--- config.mk ---
export PLATFORM = sky130hd
export DESIGN_NAME = api_frame_receiver_flat
export DESIGN_NICKNAME = d
export VERILOG_FILES = /design/src/sv/afr_pkg.sv /design/src/sv/afr_chan_if.sv /design/src/sv/api_frame_receiver.sv /design/src/sv/afr_in_reg.sv /design/src/sv/afr_parser.sv /design/src/sv/afr_out_reg.sv /design/src/flat_wrapper.sv
export VERILOG_INCLUDE_DIRS = /design/src /design/src/sv
export SDC_FILE = /design/constraint.sdc
export NUM_CORES = 1
export LEC_CHECK = 0
export ABC_AREA = 1
export BUFFER_PORTS_ARGS = -buffer_cell sky130_fd_sc_hd__buf_2
export CELL_PAD_IN_SITES_DETAIL_PLACEMENT = 1
export CELL_PAD_IN_SITES_GLOBAL_PLACEMENT = 2
export CORE_MARGIN = 4
export CORE_UTILIZATION = 39
export CTS_BUF_LIST = sky130_fd_sc_hd__clkbuf_8
export DETAILED_ROUTE_END_ITERATION = 8
export PLACE_DENSITY_LB_ADDON = 0.1
export SYNTH_ARGS = -nofsm -noshare
export SYNTH_HDL_FRONTEND = slang
export SYNTH_SLANG_ARGS = --single-unit
--- constraint.sdc ---
create_clock -name clk -period 3.75 [get_ports clk]
set_input_delay 0.375 -clock clk [delete_from_list [all_inputs] [get_ports clk]]
set_output_delay 0.375 -clock clk [all_outputs]
set_load 0.01 [all_outputs]
--- src/sv/api_frame_receiver_defines.svh ---
// assertion macros shared by the frame receiver rtl
// no dependencies; files that assert include this by bare name
`ifndef API_FRAME_RECEIVER_DEFINES_SVH
`define API_FRAME_RECEIVER_DEFINES_SVH

// checked while out of reset
`define AFR_ASSERT(name, prop, msg) \
  name: assert property (@(posedge clk) disable iff (rst) prop) else $error(msg);

// checked on every edge, reset included
`define AFR_ASSERT_ALWAYS(name, prop, msg) \
  name: assert property (@(posedge clk) prop) else $error(msg);

`endif

--- src/sv/afr_pkg.sv ---
// types and constants for the api frame receiver
// no dependencies; used by the top level, the input and output registers and the parser
package afr_pkg;

  localparam logic [7:0] START_DELIM = 8'h7E;
  localparam logic [7:0] HEADER_LEN  = 8'd3;
  localparam logic [7:0] CHECK_BASE  = 8'hFF;
  localparam logic [7:0] IDX_LEN_HI  = 8'd1;
  localparam logic [7:0] IDX_LEN_LO  = 8'd2;

  // size of the frame store in bytes
  localparam int MAX_FRAME = 256;
  // highest index a checksum byte may have
  localparam int END_LIMIT = (MAX_FRAME - 1 < 255) ? MAX_FRAME - 1 : 255;

  typedef struct packed {
    logic [7:0] rx_byte;
  } in_item_t;

  typedef struct packed {
    logic [7:0] data_byte;
    logic [7:0] byte_index;
    logic       is_last;
    logic       checksum_ok;
    logic       length_error;
  } out_item_t;

endpackage

--- src/sv/afr_chan_if.sv ---
// valid/ready channel carrying one item of a packed type
// depends on nothing; item types come from afr_pkg at instantiation
interface afr_chan_if #(
  parameter type item_t = logic [7:0]
);
  logic  valid;
  logic  ready;
  item_t payload;

  modport source (output valid, output payload, input ready);
  modport sink (input valid, input payload, output ready);
endinterface

--- src/sv/api_frame_receiver.sv ---
// top level of the api frame receiver
// depends on afr_pkg, afr_chan_if, afr_in_reg, afr_parser, afr_out_reg
//
//   channel    dir  type        payload
//   rx_chan    in   in_item_t   rx_byte
//   frame_out  out  out_item_t  data_byte, byte_index, is_last,
//                               checksum_ok, length_error
//
// one byte per cycle sustained while frame_out is not stalled; a result goes
// through the input register, then parse logic into the output register
// reset (rst, synchronous) empties both registers and returns to delimiter hunt
// a stalled frame_out holds its item; rx_chan keeps accepting while the
// input register can move forward in the same cycle
module api_frame_receiver import afr_pkg::*; (
  input logic clk,
  input logic rst,
  afr_chan_if.sink   rx_chan,
  afr_chan_if.source frame_out
);

  // input register outputs
  logic       held_valid;
  logic [7:0] held_byte;

  // parse step and its result
  logic       step;
  logic       res_valid;
  out_item_t  res;
  logic       out_free;

  // the held byte is parsed whenever the output register has room,
  // dropped bytes included so the hunt never stalls without need
  assign step = held_valid && out_free;

  afr_in_reg u_in_reg (
    .clk        (clk),
    .rst        (rst),
    .in_valid   (rx_chan.valid),
    .in_byte    (rx_chan.payload.rx_byte),
    .in_ready   (rx_chan.ready),
    .take       (step),
    .held_valid (held_valid),
    .held_byte  (held_byte)
  );

  afr_parser u_parser (
    .clk        (clk),
    .rst        (rst),
    .step       (step),
    .byte_valid (held_valid),
    .rx_byte    (held_byte),
    .res_valid  (res_valid),
    .res        (res)
  );

  // only bytes that produce an item are loaded
  afr_out_reg u_out_reg (
    .clk       (clk),
    .rst       (rst),
    .load      (step && res_valid),
    .load_item (res),
    .free      (out_free),
    .out_valid (frame_out.valid),
    .out_ready (frame_out.ready),
    .out_item  (frame_out.payload)
  );

endmodule

--- src/sv/afr_in_reg.sv ---
// input register: holds one received byte until the parser takes it
// depends on afr_pkg
module afr_in_reg import afr_pkg::*; (
  input  logic       clk,
  input  logic       rst,
  input  logic       in_valid,
  input  logic [7:0] in_byte,
  output logic       in_ready,
  input  logic       take,
  output logic       held_valid,
  output logic [7:0] held_byte
);

  // free when empty or emptied in this cycle
  assign in_ready = !held_valid || take;

  always_ff @(posedge clk) begin
    if (rst) begin
      held_valid <= 1'b0;
    end else if (in_ready) begin
      held_valid <= in_valid;
    end
    if (in_ready && in_valid) begin
      held_byte <= in_byte;
    end
  end

endmodule

--- src/sv/afr_parser.sv ---
// frame parser: delimiter hunt, length capture, payload sum, checksum check
// depends on afr_pkg and api_frame_receiver_defines.svh
`include "api_frame_receiver_defines.svh"

module afr_parser import afr_pkg::*; (
  input  logic       clk,
  input  logic       rst,
  input  logic       step,
  input  logic       byte_valid,
  input  logic [7:0] rx_byte,
  output logic       res_valid,
  output out_item_t  res
);

  logic       in_frame;
  logic [7:0] position;
  logic [7:0] length_high;
  logic [7:0] end_position;
  logic [7:0] running_sum;

  logic       in_frame_next;
  logic [7:0] position_next;
  logic [7:0] length_high_next;
  logic [7:0] end_position_next;
  logic [7:0] running_sum_next;

  logic [7:0]  idx;
  logic [16:0] frame_end;
  logic        go_idle;

  assign idx       = position + 8'd1;
  assign frame_end = {1'b0, length_high, rx_byte} + {9'd0, HEADER_LEN};

  always_comb begin
    in_frame_next     = in_frame;
    position_next     = position;
    length_high_next  = length_high;
    end_position_next = end_position;
    running_sum_next  = running_sum;
    go_idle           = 1'b0;
    res_valid         = 1'b0;
    res.data_byte     = rx_byte;
    res.byte_index    = idx;
    res.is_last       = 1'b0;
    res.checksum_ok   = 1'b0;
    res.length_error  = 1'b0;

    if (!in_frame) begin
      res.byte_index = 8'd0;
      if (rx_byte == START_DELIM) begin
        res_valid     = byte_valid;
        go_idle       = 1'b1;
        in_frame_next = 1'b1;
      end
    end else begin
      res_valid     = byte_valid;
      position_next = idx;
      priority if (idx == IDX_LEN_HI) begin
        length_high_next = rx_byte;
      end else if (idx == IDX_LEN_LO) begin
        if (frame_end > 17'(END_LIMIT)) begin
          res.is_last      = 1'b1;
          res.length_error = 1'b1;
          go_idle          = 1'b1;
        end else begin
          end_position_next = frame_end[7:0];
        end
      end else if (idx == end_position) begin
        res.is_last     = 1'b1;
        res.checksum_ok = (rx_byte == (CHECK_BASE - running_sum));
        go_idle         = 1'b1;
      end else if (idx >= HEADER_LEN) begin
        running_sum_next = running_sum + rx_byte;
      end else begin
        running_sum_next = running_sum;
      end
    end

    if (go_idle) begin
      position_next     = 8'd0;
      length_high_next  = 8'd0;
      end_position_next = 8'hFF;
      running_sum_next  = 8'd0;
      if (in_frame) begin
        in_frame_next = 1'b0;
      end
    end
  end

  always_ff @(posedge clk) begin
    if (rst) begin
      in_frame     <= 1'b0;
      position     <= 8'd0;
      length_high  <= 8'd0;
      end_position <= 8'hFF;
      running_sum  <= 8'd0;
    end else if (step) begin
      in_frame     <= in_frame_next;
      position     <= position_next;
      length_high  <= length_high_next;
      end_position <= end_position_next;
      running_sum  <= running_sum_next;
    end
  end

  `AFR_ASSERT(a_err_is_last, res_valid && res.length_error |-> res.is_last, "length error without frame end")
  `AFR_ASSERT(a_ok_is_last, res_valid && res.checksum_ok |-> res.is_last, "checksum flag off the last byte")
  `AFR_ASSERT(a_idle_after_last, step && res_valid && res.is_last |=> !in_frame, "frame still open after its last byte")
  `AFR_ASSERT(a_index0_delim, res_valid && res.byte_index == 8'd0 |-> res.data_byte == START_DELIM, "index zero on a non delimiter")

endmodule

--- src/sv/afr_out_reg.sv ---
// output register: holds one result item until the sink takes it
// depends on afr_pkg
module afr_out_reg import afr_pkg::*; (
  input  logic      clk,
  input  logic      rst,
  input  logic      load,
  input  out_item_t load_item,
  output logic      free,
  output logic      out_valid,
  input  logic      out_ready,
  output out_item_t out_item
);

  assign free = !out_valid || out_ready;

  always_ff @(posedge clk) begin
    if (rst) begin
      out_valid <= 1'b0;
    end else if (load) begin
      out_valid <= 1'b1;
    end else if (out_ready) begin
      out_valid <= 1'b0;
    end
    if (load) begin
      out_item <= load_item;
    end
  end

endmodule

--- src/flat_wrapper.sv ---
// flat-port wrapper written by rule: the top's interface ports become plain ports
module api_frame_receiver_flat import afr_pkg::*;
  (clk, rst, rx_chan_valid, rx_chan_payload, rx_chan_ready, frame_out_valid, frame_out_payload, frame_out_ready);
  afr_chan_if #(.item_t(in_item_t)) rx_chan_i ();
  afr_chan_if #(.item_t(out_item_t)) frame_out_i ();
  input logic clk;
  input logic rst;
  input wire logic [$bits(rx_chan_i.valid)-1:0] rx_chan_valid;
  input wire logic [$bits(rx_chan_i.payload)-1:0] rx_chan_payload;
  output wire logic [$bits(rx_chan_i.ready)-1:0] rx_chan_ready;
  output wire logic [$bits(frame_out_i.valid)-1:0] frame_out_valid;
  output wire logic [$bits(frame_out_i.payload)-1:0] frame_out_payload;
  input wire logic [$bits(frame_out_i.ready)-1:0] frame_out_ready;
  assign rx_chan_i.valid = rx_chan_valid;
  assign rx_chan_i.payload = rx_chan_payload;
  assign rx_chan_ready = rx_chan_i.ready;
  assign frame_out_valid = frame_out_i.valid;
  assign frame_out_payload = frame_out_i.payload;
  assign frame_out_i.ready = frame_out_ready;
  api_frame_receiver u_core (.clk(clk), .rst(rst), .rx_chan(rx_chan_i), .frame_out(frame_out_i));
endmodule
# == Word level (Yosys, flattened, before mapping) ==
# Cells that the tools add are included.
# totals
register_bits,62
out_inout_bits,21
# op_classes
reduce_logical,19
n_eq_ne,9
n_addsub,4
order_cmp,2
bitwise,3
mux,31
# ops
op,n
8-bit two-way mux,16
16-bit by 2-bit adder with 17-bit output (second input constant),1
17-bit by 8-bit > comparator with 1-bit output (second input constant),1
8-bit equality test,2
1-bit two-way mux,14
2-bit nonzero test,5
8-bit by 1-bit adder with 8-bit output (second input constant),1
8-bit adder,1
8-bit by 1-bit equality test with 1-bit output (second input constant),1
8-bit by 2-bit equality test with 1-bit output (second input constant),1
8-bit by 7-bit equality test with 1-bit output (second input constant),1
8-bit by 2-bit >= comparator with 1-bit output (second input constant),1
2-bit != test (second input constant),4
8-bit subtractor (first input constant),1
6-bit AND reduction,1
5-bit AND reduction,1
4-bit OR reduction,1
1-bit logical AND,3
1-bit inverter,3
3-bit AND reduction,1
3-bit OR reduction,1
1-bit logical NOT,2
1-bit logical OR,2
2-bit two-way mux,1
other kinds (2),2

# == Logic depth before layout (Yosys ltp) ==
# Gate-level depths: netlist of run 1.
# logic_depth
ltp_word,8
mapped_depth,19
mapped_depth_nobuf,18

# == By module ==
# Synthesis of run 1 repeated with hierarchy kept, for this count alone.
# unflattened
hier_cells,491
hier_area_um2,3767.4
# by_module_without_submodules
mod,instances,seq_area_each_um2,area_each_um2,cells_each
afr_parser,1,660.6,2849.0,449
afr_out_reg,1,590.6,613.1,24
afr_in_reg,1,260.2,287.8,14
api_frame_receiver,1,0.0,17.5,4

# == Worst setup path before layout of run 1 ==
# Ideal clock, no wire load.
# synth_timing
path_kind,register to register
start,reg u_core.u_in_reg.held_byte[4]
end,"reg u_core.u_out_reg.out_item[0] (netlist name), enable pin"
path_slack_ns,1.328
period_less_slack_ns,2.422
setup_time_ns,0.391
path_stages_with_launch,10
arrival_ns,2.031
cell_sequence,edfxtp_1 > buf_4 > nand2_1 > nor2_1 > nand4_1 > inv_1 > nor2_1 > nor2_1 > buf_2 > clkbuf_1
# synth_between
elab_chain_len,4
# synth_rtl
element,line,rtl
start: declaration,afr_in_reg.sv:11,output logic [7:0] held_byte
start signal: assignment,afr_in_reg.sv:24,held_byte <= in_byte;
8-bit by 7-bit equality test with 1-bit output,afr_parser.sv:50,if (rx_byte == START_DELIM) begin
1-bit two-way mux,afr_parser.sv:50,
1-bit two-way mux,afr_parser.sv:48,if (!in_frame) begin
1-bit logical AND,api_frame_receiver.sv:60,".load (step && res_valid),"
via u_core.u_out_reg.load,afr_out_reg.sv:6,"input logic load,"
end signal: assignment,afr_out_reg.sv:25,out_item <= load_item;
end: declaration,afr_out_reg.sv:11,output out_item_t out_item
# The timed path passes the listed nets, and every way through them passes these cells.
# A chain may end at the register's enable or synchronous reset.

# == Worst setup path after layout of run 1 ==
# layout_timing
start,reg u_core.u_parser.position[0]
end,reg u_core.u_parser.length_high[1]
# layout_between
elab_chain_len,8
word_cells_on_any_way,12
cone_classes,add/sub (1); eq/ne (3); mux (5); reduce/logical (3)
# layout_rtl
element,line,rtl
start: declaration,afr_parser.sv:16,logic [7:0] position;
start signal: assignment,afr_parser.sv:99,position <= position_next;
8-bit by 1-bit adder with 8-bit output *,afr_parser.sv:31,assign idx = position + 8'd1;
8-bit equality test,afr_parser.sv:68,end else if (idx == end_position) begin
1-bit two-way mux,afr_parser.sv:68,
1-bit two-way mux,afr_parser.sv:60,end else if (idx == IDX_LEN_LO) begin
1-bit two-way mux,afr_parser.sv:58,priority if (idx == IDX_LEN_HI) begin
1-bit two-way mux,afr_parser.sv:48,
2-bit nonzero test (no source line),--,
3-bit AND reduction (no source line),--,
end signal: assignment,afr_parser.sv:100,length_high <= length_high_next;
end: declaration,afr_parser.sv:17,logic [7:0] length_high;
# Every way passes the cells marked *; elsewhere a longest branch is shown, timed or not.

==> results by group, run 1 <==
Status
  – Status: completed

Pwr
  – Comb power frac: 7.0%
  – Net load switching power: 0.370 mW
  – Switching Fraction: 27.3%
  – Worst vdd ir: 0.167 mV
  – Leakage: 2.01 nW
  – Sequential fraction of design power: 54.0%
  – Total power: 1.35 mW
  – Clock Power Share: 39.0%
  – PwrDens: 321 nW/um^2
  – Pint: 0.984 mW

Logic synthesis
  – Post-synthesis cell count: 516
  – #FFs+latches synth: 62
  – Top_reg_cell synth: dfxtp_1
  – Syn_area_per_cell: 7.36 um^2
  – Ys async rst share: 0%
  – EDFF count, synth: 27
  – Netlist Area Pre-Place: 3800 um^2
  – Post-synthesis cell type count: 36
  – Seq/Total Area, Yosys: 39.8%
  – Syn_nets: 543
  – Yosys warns: 0

Worst setup path
  – Critical path startpoint category: register
  – Crit. End Element: register
  – Reg2reg start: u_core.u_parser.position[0]
  – Req. time, crit path: 4.03 ns
  – Peak per-stage delay on the critical path: 0.56 ns
  – Cells along the critical path: ha_1 -> nand4_1 -> nand2_1 -> nand2_1 -> nand2_1 -> nand3_1 -> nor2_1 -> nand4_2 -> nand4_2 -> nand2_2 -> nand2_1 -> nand2_1 -> nor2_1
  – Slowest stage cell, crit path: dfxtp_1
  – Worst-path maximum fanout: 14
  – WP buf/inv: 0
  – Reg2Reg Depth: 13
  – CP Class: reg2reg
  – Kind of cell adding the most delay to the critical path: simple AND/OR/NAND/NOR gates
  – Worst EP arrival: 3.32 ns
  – Cell mode on critical path: nand2_1
  – Reg2reg end: u_core.u_parser.length_high[1]
  – FF-to-FF setup slack: 0.71 ns

Detailed routing
  – Residual DRC: 0
  – DRT antenna net count: 0
  – Wirelength per Cell: 15.9 um
  – Iteration count of the initial detailed-routing pass: 4
  – Via count: 3395
  – Via density per instance: 4.99
  – WL final: 10800 um
  – DRT iter0 DRCs: 117

Job
  – Max-cap violation count: 0

Final layout
  – Final nets: 574
  – Post-Route Utilization: 45.1%
  – Antenna diodes: 0
  – Final instance area: 4230 um^2
  – Area grow syn2layout: 11.2%
  – Most frequent cells in the layout: nand2_1 (136), inv_1 (66), nor2_1 (55), nand3_1 (55), dfxtp_1 (35)
  – Most common cell after layout, fill and taps aside: nand2_1
  – Share of cells above drive strength 1: 15.8%
  – Fill cells: 1264

Worst hold path
  – Hold crit path type: in2reg
  – Hold_sp: rx_chan_payload[3]
  – Hold depth: 1
  – WHS Endpoint: u_core.u_in_reg.held_byte[3]

Clocking
  – CTS Sinks: 62
  – CTS clk-pin slew, worst paths: 0.08 ns
  – Hold buffers post-CTS: 0
  – Post-CTS setup buffers: 0
  – H-Tree Depth: 3
  – Post-CTS Resized: 0
  – TritonCTS buffer count: 9
  – CTS tree: done
  – CTS root buffer: clkbuf_8
  – Clock latency on the worst-skew pair: 0.35 ns
  – Maximum clock path buffer count: 2

Timing
  – Relative slew slack: 49.1%
  – RSZ-0062 raised after global routing: no
  – Worst Skew: 0.00841 ns
  – Least-Margin Pin Slew: 0.763 ns
  – Fin. Hold Viols: 0
  – Period minus WS final: 3.04 ns
  – Setup violators final: 0
  – Final worst path period share: 81.1%
  – Setup TNS: 0 ns
  – PnR worst setup slack: 0.710 ns
  – FMAX: 329 MHz
  – Slew Limit Fails: 0

Placed design
  – IO Port Bufs: 32
  – DP HPWL: 8290 um
  – Placed cell area: 4050 um^2
  – Dpl ws: 0.710 ns
  – Final GP Congestion: 0.838

Global route
  – Met3 Track Usage GR: 2.41%
  – Initial antenna violation count: 0
  – Global-route wire length before repair: 18000 um
  – Largest net degree at the start of global routing: 47
  – GRT busiest layer: met2
  – Vias in the first global route: 3487
  – Met2 Use GR: 36.1%
  – Met1 usage: 25.4%
  – Total global routing overflow: 0
  – GRT Total Usage: 20.2%

Die
  – I/O Pins: 33
  – DIE WIDTH: 107 um
  – Site row count: 35
  – Die Ht: 107 um
  – Die area: 11400 um^2
  – Starting Density: 40.5%
  – Core ar.: 9370 um^2
==> final cells by class <==
class / instances / area, um^2 / area share (%)
Sequential cell: 62 / 1510 / 35.8
Clock buffer: 9 / 124 / 2.93
Multi-Input combinational cell: 368 / 1930 / 45.8
Inverter: 72 / 270 / 6.40
Tap cell: 129 / 161 / 3.82
Timing Repair Buffer: 34 / 175 / 4.15
Clock inverter: 7 / 50.0 / 1.18
==> state kept, by name, indices dropped and copies added, names as in the netlist <==
signal and count:
u_core.u_out_reg.out_valid 1, u_core.u_out_reg.out_item 19, u_core.u_parser.in_frame 1, u_core.u_in_reg.held_valid 1, u_core.u_in_reg.held_byte 8, u_core.u_parser.position 8, u_core.u_parser.end_position 8, u_core.u_parser.running_sum 8
u_core.u_parser.length_high 8
==> worst max-delay path by stage <==
stage	start	to	slack [ns]	cells after the start
after CTS	u_core.u_parser.position[0]	u_core.u_parser.length_high[1]	0.66	13
after detailed placement	u_core.u_parser.position[0]	u_core.u_parser.end_position[6]	0.71	12
after global routing	u_core.u_parser.position[0]	u_core.u_parser.length_high[1]	0.39	13
after floorplan	u_core.u_in_reg.held_byte[4]	u_core.u_out_reg.out_item[0]	1.33	9
after global placement	u_core.u_parser.position[0]	u_core.u_parser.end_position[2]	0.84	12
final	u_core.u_parser.position[0]	u_core.u_parser.length_high[1]	0.71	13
==> metal layers <==
layer,share of wire [%],vias up
li1,-,1737
met1,46,1601
met2,50,44
met3,2.6,13
met4,1.3,0
met5,0,-
==> worst register-to-register path, delay by kind of cell (launching register included) <==
kind                     cells  cell delay (ns)
adder cells (fa/ha/maj)      1             0.34
flip-flops                   1             0.56
AND/OR/NAND/NOR             12             2.06
==> power by group through the flow <==
stage          Clock, mW  Combinational, mW  Sequential [mW]
4_1_cts            0.546             0.0960            0.731
3_3_place_gp           0             0.0923            0.746
6_report           0.529             0.0950            0.731
2_1_floorplan          0             0.0692            0.735
3_5_place_dp           0             0.0949            0.747
5_1_grt            0.580              0.108            0.732
==> synth_stat cells, types with 7 or more instances <==
| library cell | number | share of area (%) |
|---|---|---|
| nand4_1 | 25 | 4.1 |
| nand3_1 | 55 | 7.2 |
| inv_1 | 66 | 6.5 |
| dfxtp_1 | 35 | 18 |
| edfxtp_1 | 27 | 21 |
| xor2_1 | 7 | 1.6 |
| ha_1 | 14 | 4.6 |
| nand2_2 | 12 | 2.0 |
| nand2_1 | 136 | 13 |
| a21oi_1 | 25 | 3.3 |
| nor2_1 | 56 | 5.5 |
==> logic make-up (layout without fill, tap and decap cells) <==
group,count (synthesis),count (layout),share of synthesized area [%]
flip-flops,62,62,39.8
buffers and inverters,86,122,9.55
adder cells (fa/ha/maj),15,15,5.14
AND/OR/NAND/NOR,306,306,38.1
AO/OA/AOI/OAI,38,38,5.40
XOR/XNOR,9,9,2.07
==> per-stage QoR <==
step / std cells / hold slack (ns)
after detailed placement: 665 / 0.469
after global placement: 665 / 0.469
after floorplan: 516 / 0.444
final: 681 / 0.193
after global routing: 681 / 0.179
after CTS: 681 / 0.177
Power figures use the tool's default switching activity.
==> inputs of run 2 (changes only) <==
CORE_UTILIZATION = 32   (was 39)
clock period = 2.7 ns   (was 3.75 ns; I/O delays follow)
==> run 2 against run 1 <==
Die area up 20%; clock skew is 0.00078 ns higher; flip-flop and latch count is the same; critical endpoint is now u_core.u_parser.end_position[5]; largest cell class unchanged; largest power group unchanged.
==> results by group, run 2 (synthesis results as in run 1) <==
Final layout
  – Max reg flops: 19
  – Most common cell after layout, fill and taps aside: nand2_1
  – Antenna diodes: 0
  – Biggest register: u_core.u_out_reg.out_item
  – Final instance area: 4660 um^2
  – Most frequent cells in the layout: nand2_1 (135), inv_1 (68), nand3_1 (54)
  – Area grow syn2layout: 22.5%
  – Fill cells: 1442
  – Post-Route Utilization: 40.4%
  – Share of cells above drive strength 1: 22.2%
  – Final nets: 613

Worst setup path
  – Worst EP arrival: 2.67 ns
  – CP Class: reg2reg
  – Req. time, crit path: 2.91 ns
  – Critical path startpoint category: register
  – Crit. End Element: register
  – Worst-path maximum fanout: 10

Pwr
  – PwrDens: 446 nW/um^2
  – Total power: 2.07 mW
  – Leakage: 2.27 nW
  – Worst vdd ir: 0.318 mV

Global route
  – Largest net degree at the start of global routing: 47
  – Global-route wire length before repair: 18400 um
  – Vias in the first global route: 3642
  – Total global routing overflow: 0
  – Initial antenna violation count: 0
  – GRT Total Usage: 17.8%

Status
  – Status: completed

Die
  – Site row count: 39
  – DIE WIDTH: 117 um
  – Die Ht: 117 um
  – Core ar.: 11500 um^2
  – Starting Density: 33.0%
  – Die area: 13700 um^2
  – I/O Pins: 33

Clocking
  – TritonCTS buffer count: 9
  – H-Tree Depth: 3
  – CTS clk-pin slew, worst paths: 0.07 ns
  – Clock latency on the worst-skew pair: 0.36 ns
  – CTS root buffer: clkbuf_8
  – CTS tree: done
  – CTS Sinks: 62
  – Hold buffers post-CTS: 0
  – Maximum clock path buffer count: 2

Detailed routing
  – Wire length on met1: 5390 um
  – Wirelength per Cell: 15.8 um
  – Via density per instance: 4.86
  – WL final: 11600 um
  – Via count: 3564
  – Iteration count of the initial detailed-routing pass: 4
  – DR WL met2: 5640 um
  – Max Used Layer: met4
  – DRT iter0 DRCs: 127
  – Residual DRC: 0
  – DRT antenna net count: 0
  – Met3 Wirelength: 272 um

Worst hold path
  – Hold crit path type: in2reg

Timing
  – Period minus WS final: 2.46 ns
  – Relative slew slack: 48.2%
  – Least-Margin Pin Slew: 0.776 ns
  – Final worst path period share: 91.0%
  – Slew Limit Fails: 0
  – Worst Skew: 0.00919 ns
  – FMAX: 407 MHz
  – Setup violators final: 0
  – PnR worst setup slack: 0.242 ns
  – Fin. Hold Viols: 0

Job
  – Max-cap violation count: 0

Placed design
  – Placed cell area: 4170 um^2
  – IO Port Bufs: 32
  – Dpl ws: -0.213 ns
  – DP HPWL: 8670 um
  – Final GP Congestion: 0.829
-- run 2: cell count changes in the layout (fill, tap and decap cells not counted), moves of 2 or more --
| cell | previous run | this run |
|---|---|---|
| buf_4 | 2 | 38 |
| nor2_1 | 55 | 52 |
| bufinv_16 | 0 | 2 |
| clkinv_2 | 2 | 0 |
| clkinvlp_4 | 3 | 1 |
| ha_1 | 14 | 12 |
| inv_1 | 66 | 68 |
| nand2_4 | 1 | 3 |
| nor2_2 | 4 | 6 |
-- run 2: power breakdown --
group | leakage (nW) | switching, mW | internal, mW | total (mW)
clock | 0.111 | 0.380 | 0.507 | 0.887
combinational | 1.63 | 0.110 | 0.0757 | 0.186
sequential | 0.523 | 0.0141 | 0.988 | 1.00
total | 2.27 | 0.504 | 1.57 | 2.07
-- run 2: critical path, cell delays in order, from the launching register on --
cell and delay (ns):
edfxtp_1 0.37, inv_2 0.09, ha_4 0.19, nor2_4 0.13
nand2_1 0.13, o21ai_1 0.14, nand2_1 0.06, nor2_1 0.11
nand2_1 0.08, nor2_2 0.15, nand2_1 0.11, nand2_4 0.18
buf_4 0.15, nand4_4 0.17, nand3_1 0.17, nand3_1 0.08
-- run 2: cell type report --
class                   count  area (um^2)  share of cell area (%)
clock inverters             7         82.6                    1.77
flip-flops and latches     62         1510                    32.5
multi-input cells         369         2010                    43.2
well taps                 143          179                    3.84
repair buffers             72          477                    10.2
inverters                  72          270                    5.80
clock buffers               9          124                    2.66
-- run 2: final timing paths --
path              slack (ns)                               to  cells past startpoint                            start
setup reg to reg        0.24  u_core.u_parser.end_position[5]                     15     u_core.u_in_reg.held_byte[0]
setup / recovery        0.24  u_core.u_parser.end_position[5]                     15     u_core.u_in_reg.held_byte[0]
hold / removal          0.09     u_core.u_in_reg.held_byte[5]                      1               rx_chan_payload[5]
hold reg to reg         0.48  u_core.u_parser.end_position[0]                      2  u_core.u_parser.end_position[0]
-- run 2: per-layer routing --
layer | track usage (%) | vias to the layer above
li1 | - | 1829
met1 | 21.7 | 1672
met2 | 31.1 | 45
met3 | 2.52 | 18
met4 | 7.72 | 0
met5 | 0 | -
-- run 2: repair_timing --
item                                    CTS  global route
resized for setup                         1            15
gates cloned                              0             1
pin swaps                                 1             2
endpoints found under the hold margin     0             0
buffers inserted                          5            21
endpoints found under the setup margin   10            32
-- run 2: stage by stage --
stage	cells	setup TNS [ns]	hold slack (ns)
6_report	734	0	0.0898
3_3_place_gp	691	-1.24	0.447
5_1_grt	734	-0.0604	0.0727
4_1_cts	712	0	0.0703
2_1_floorplan	516	0	0.339
3_5_place_dp	691	-1.29	0.449
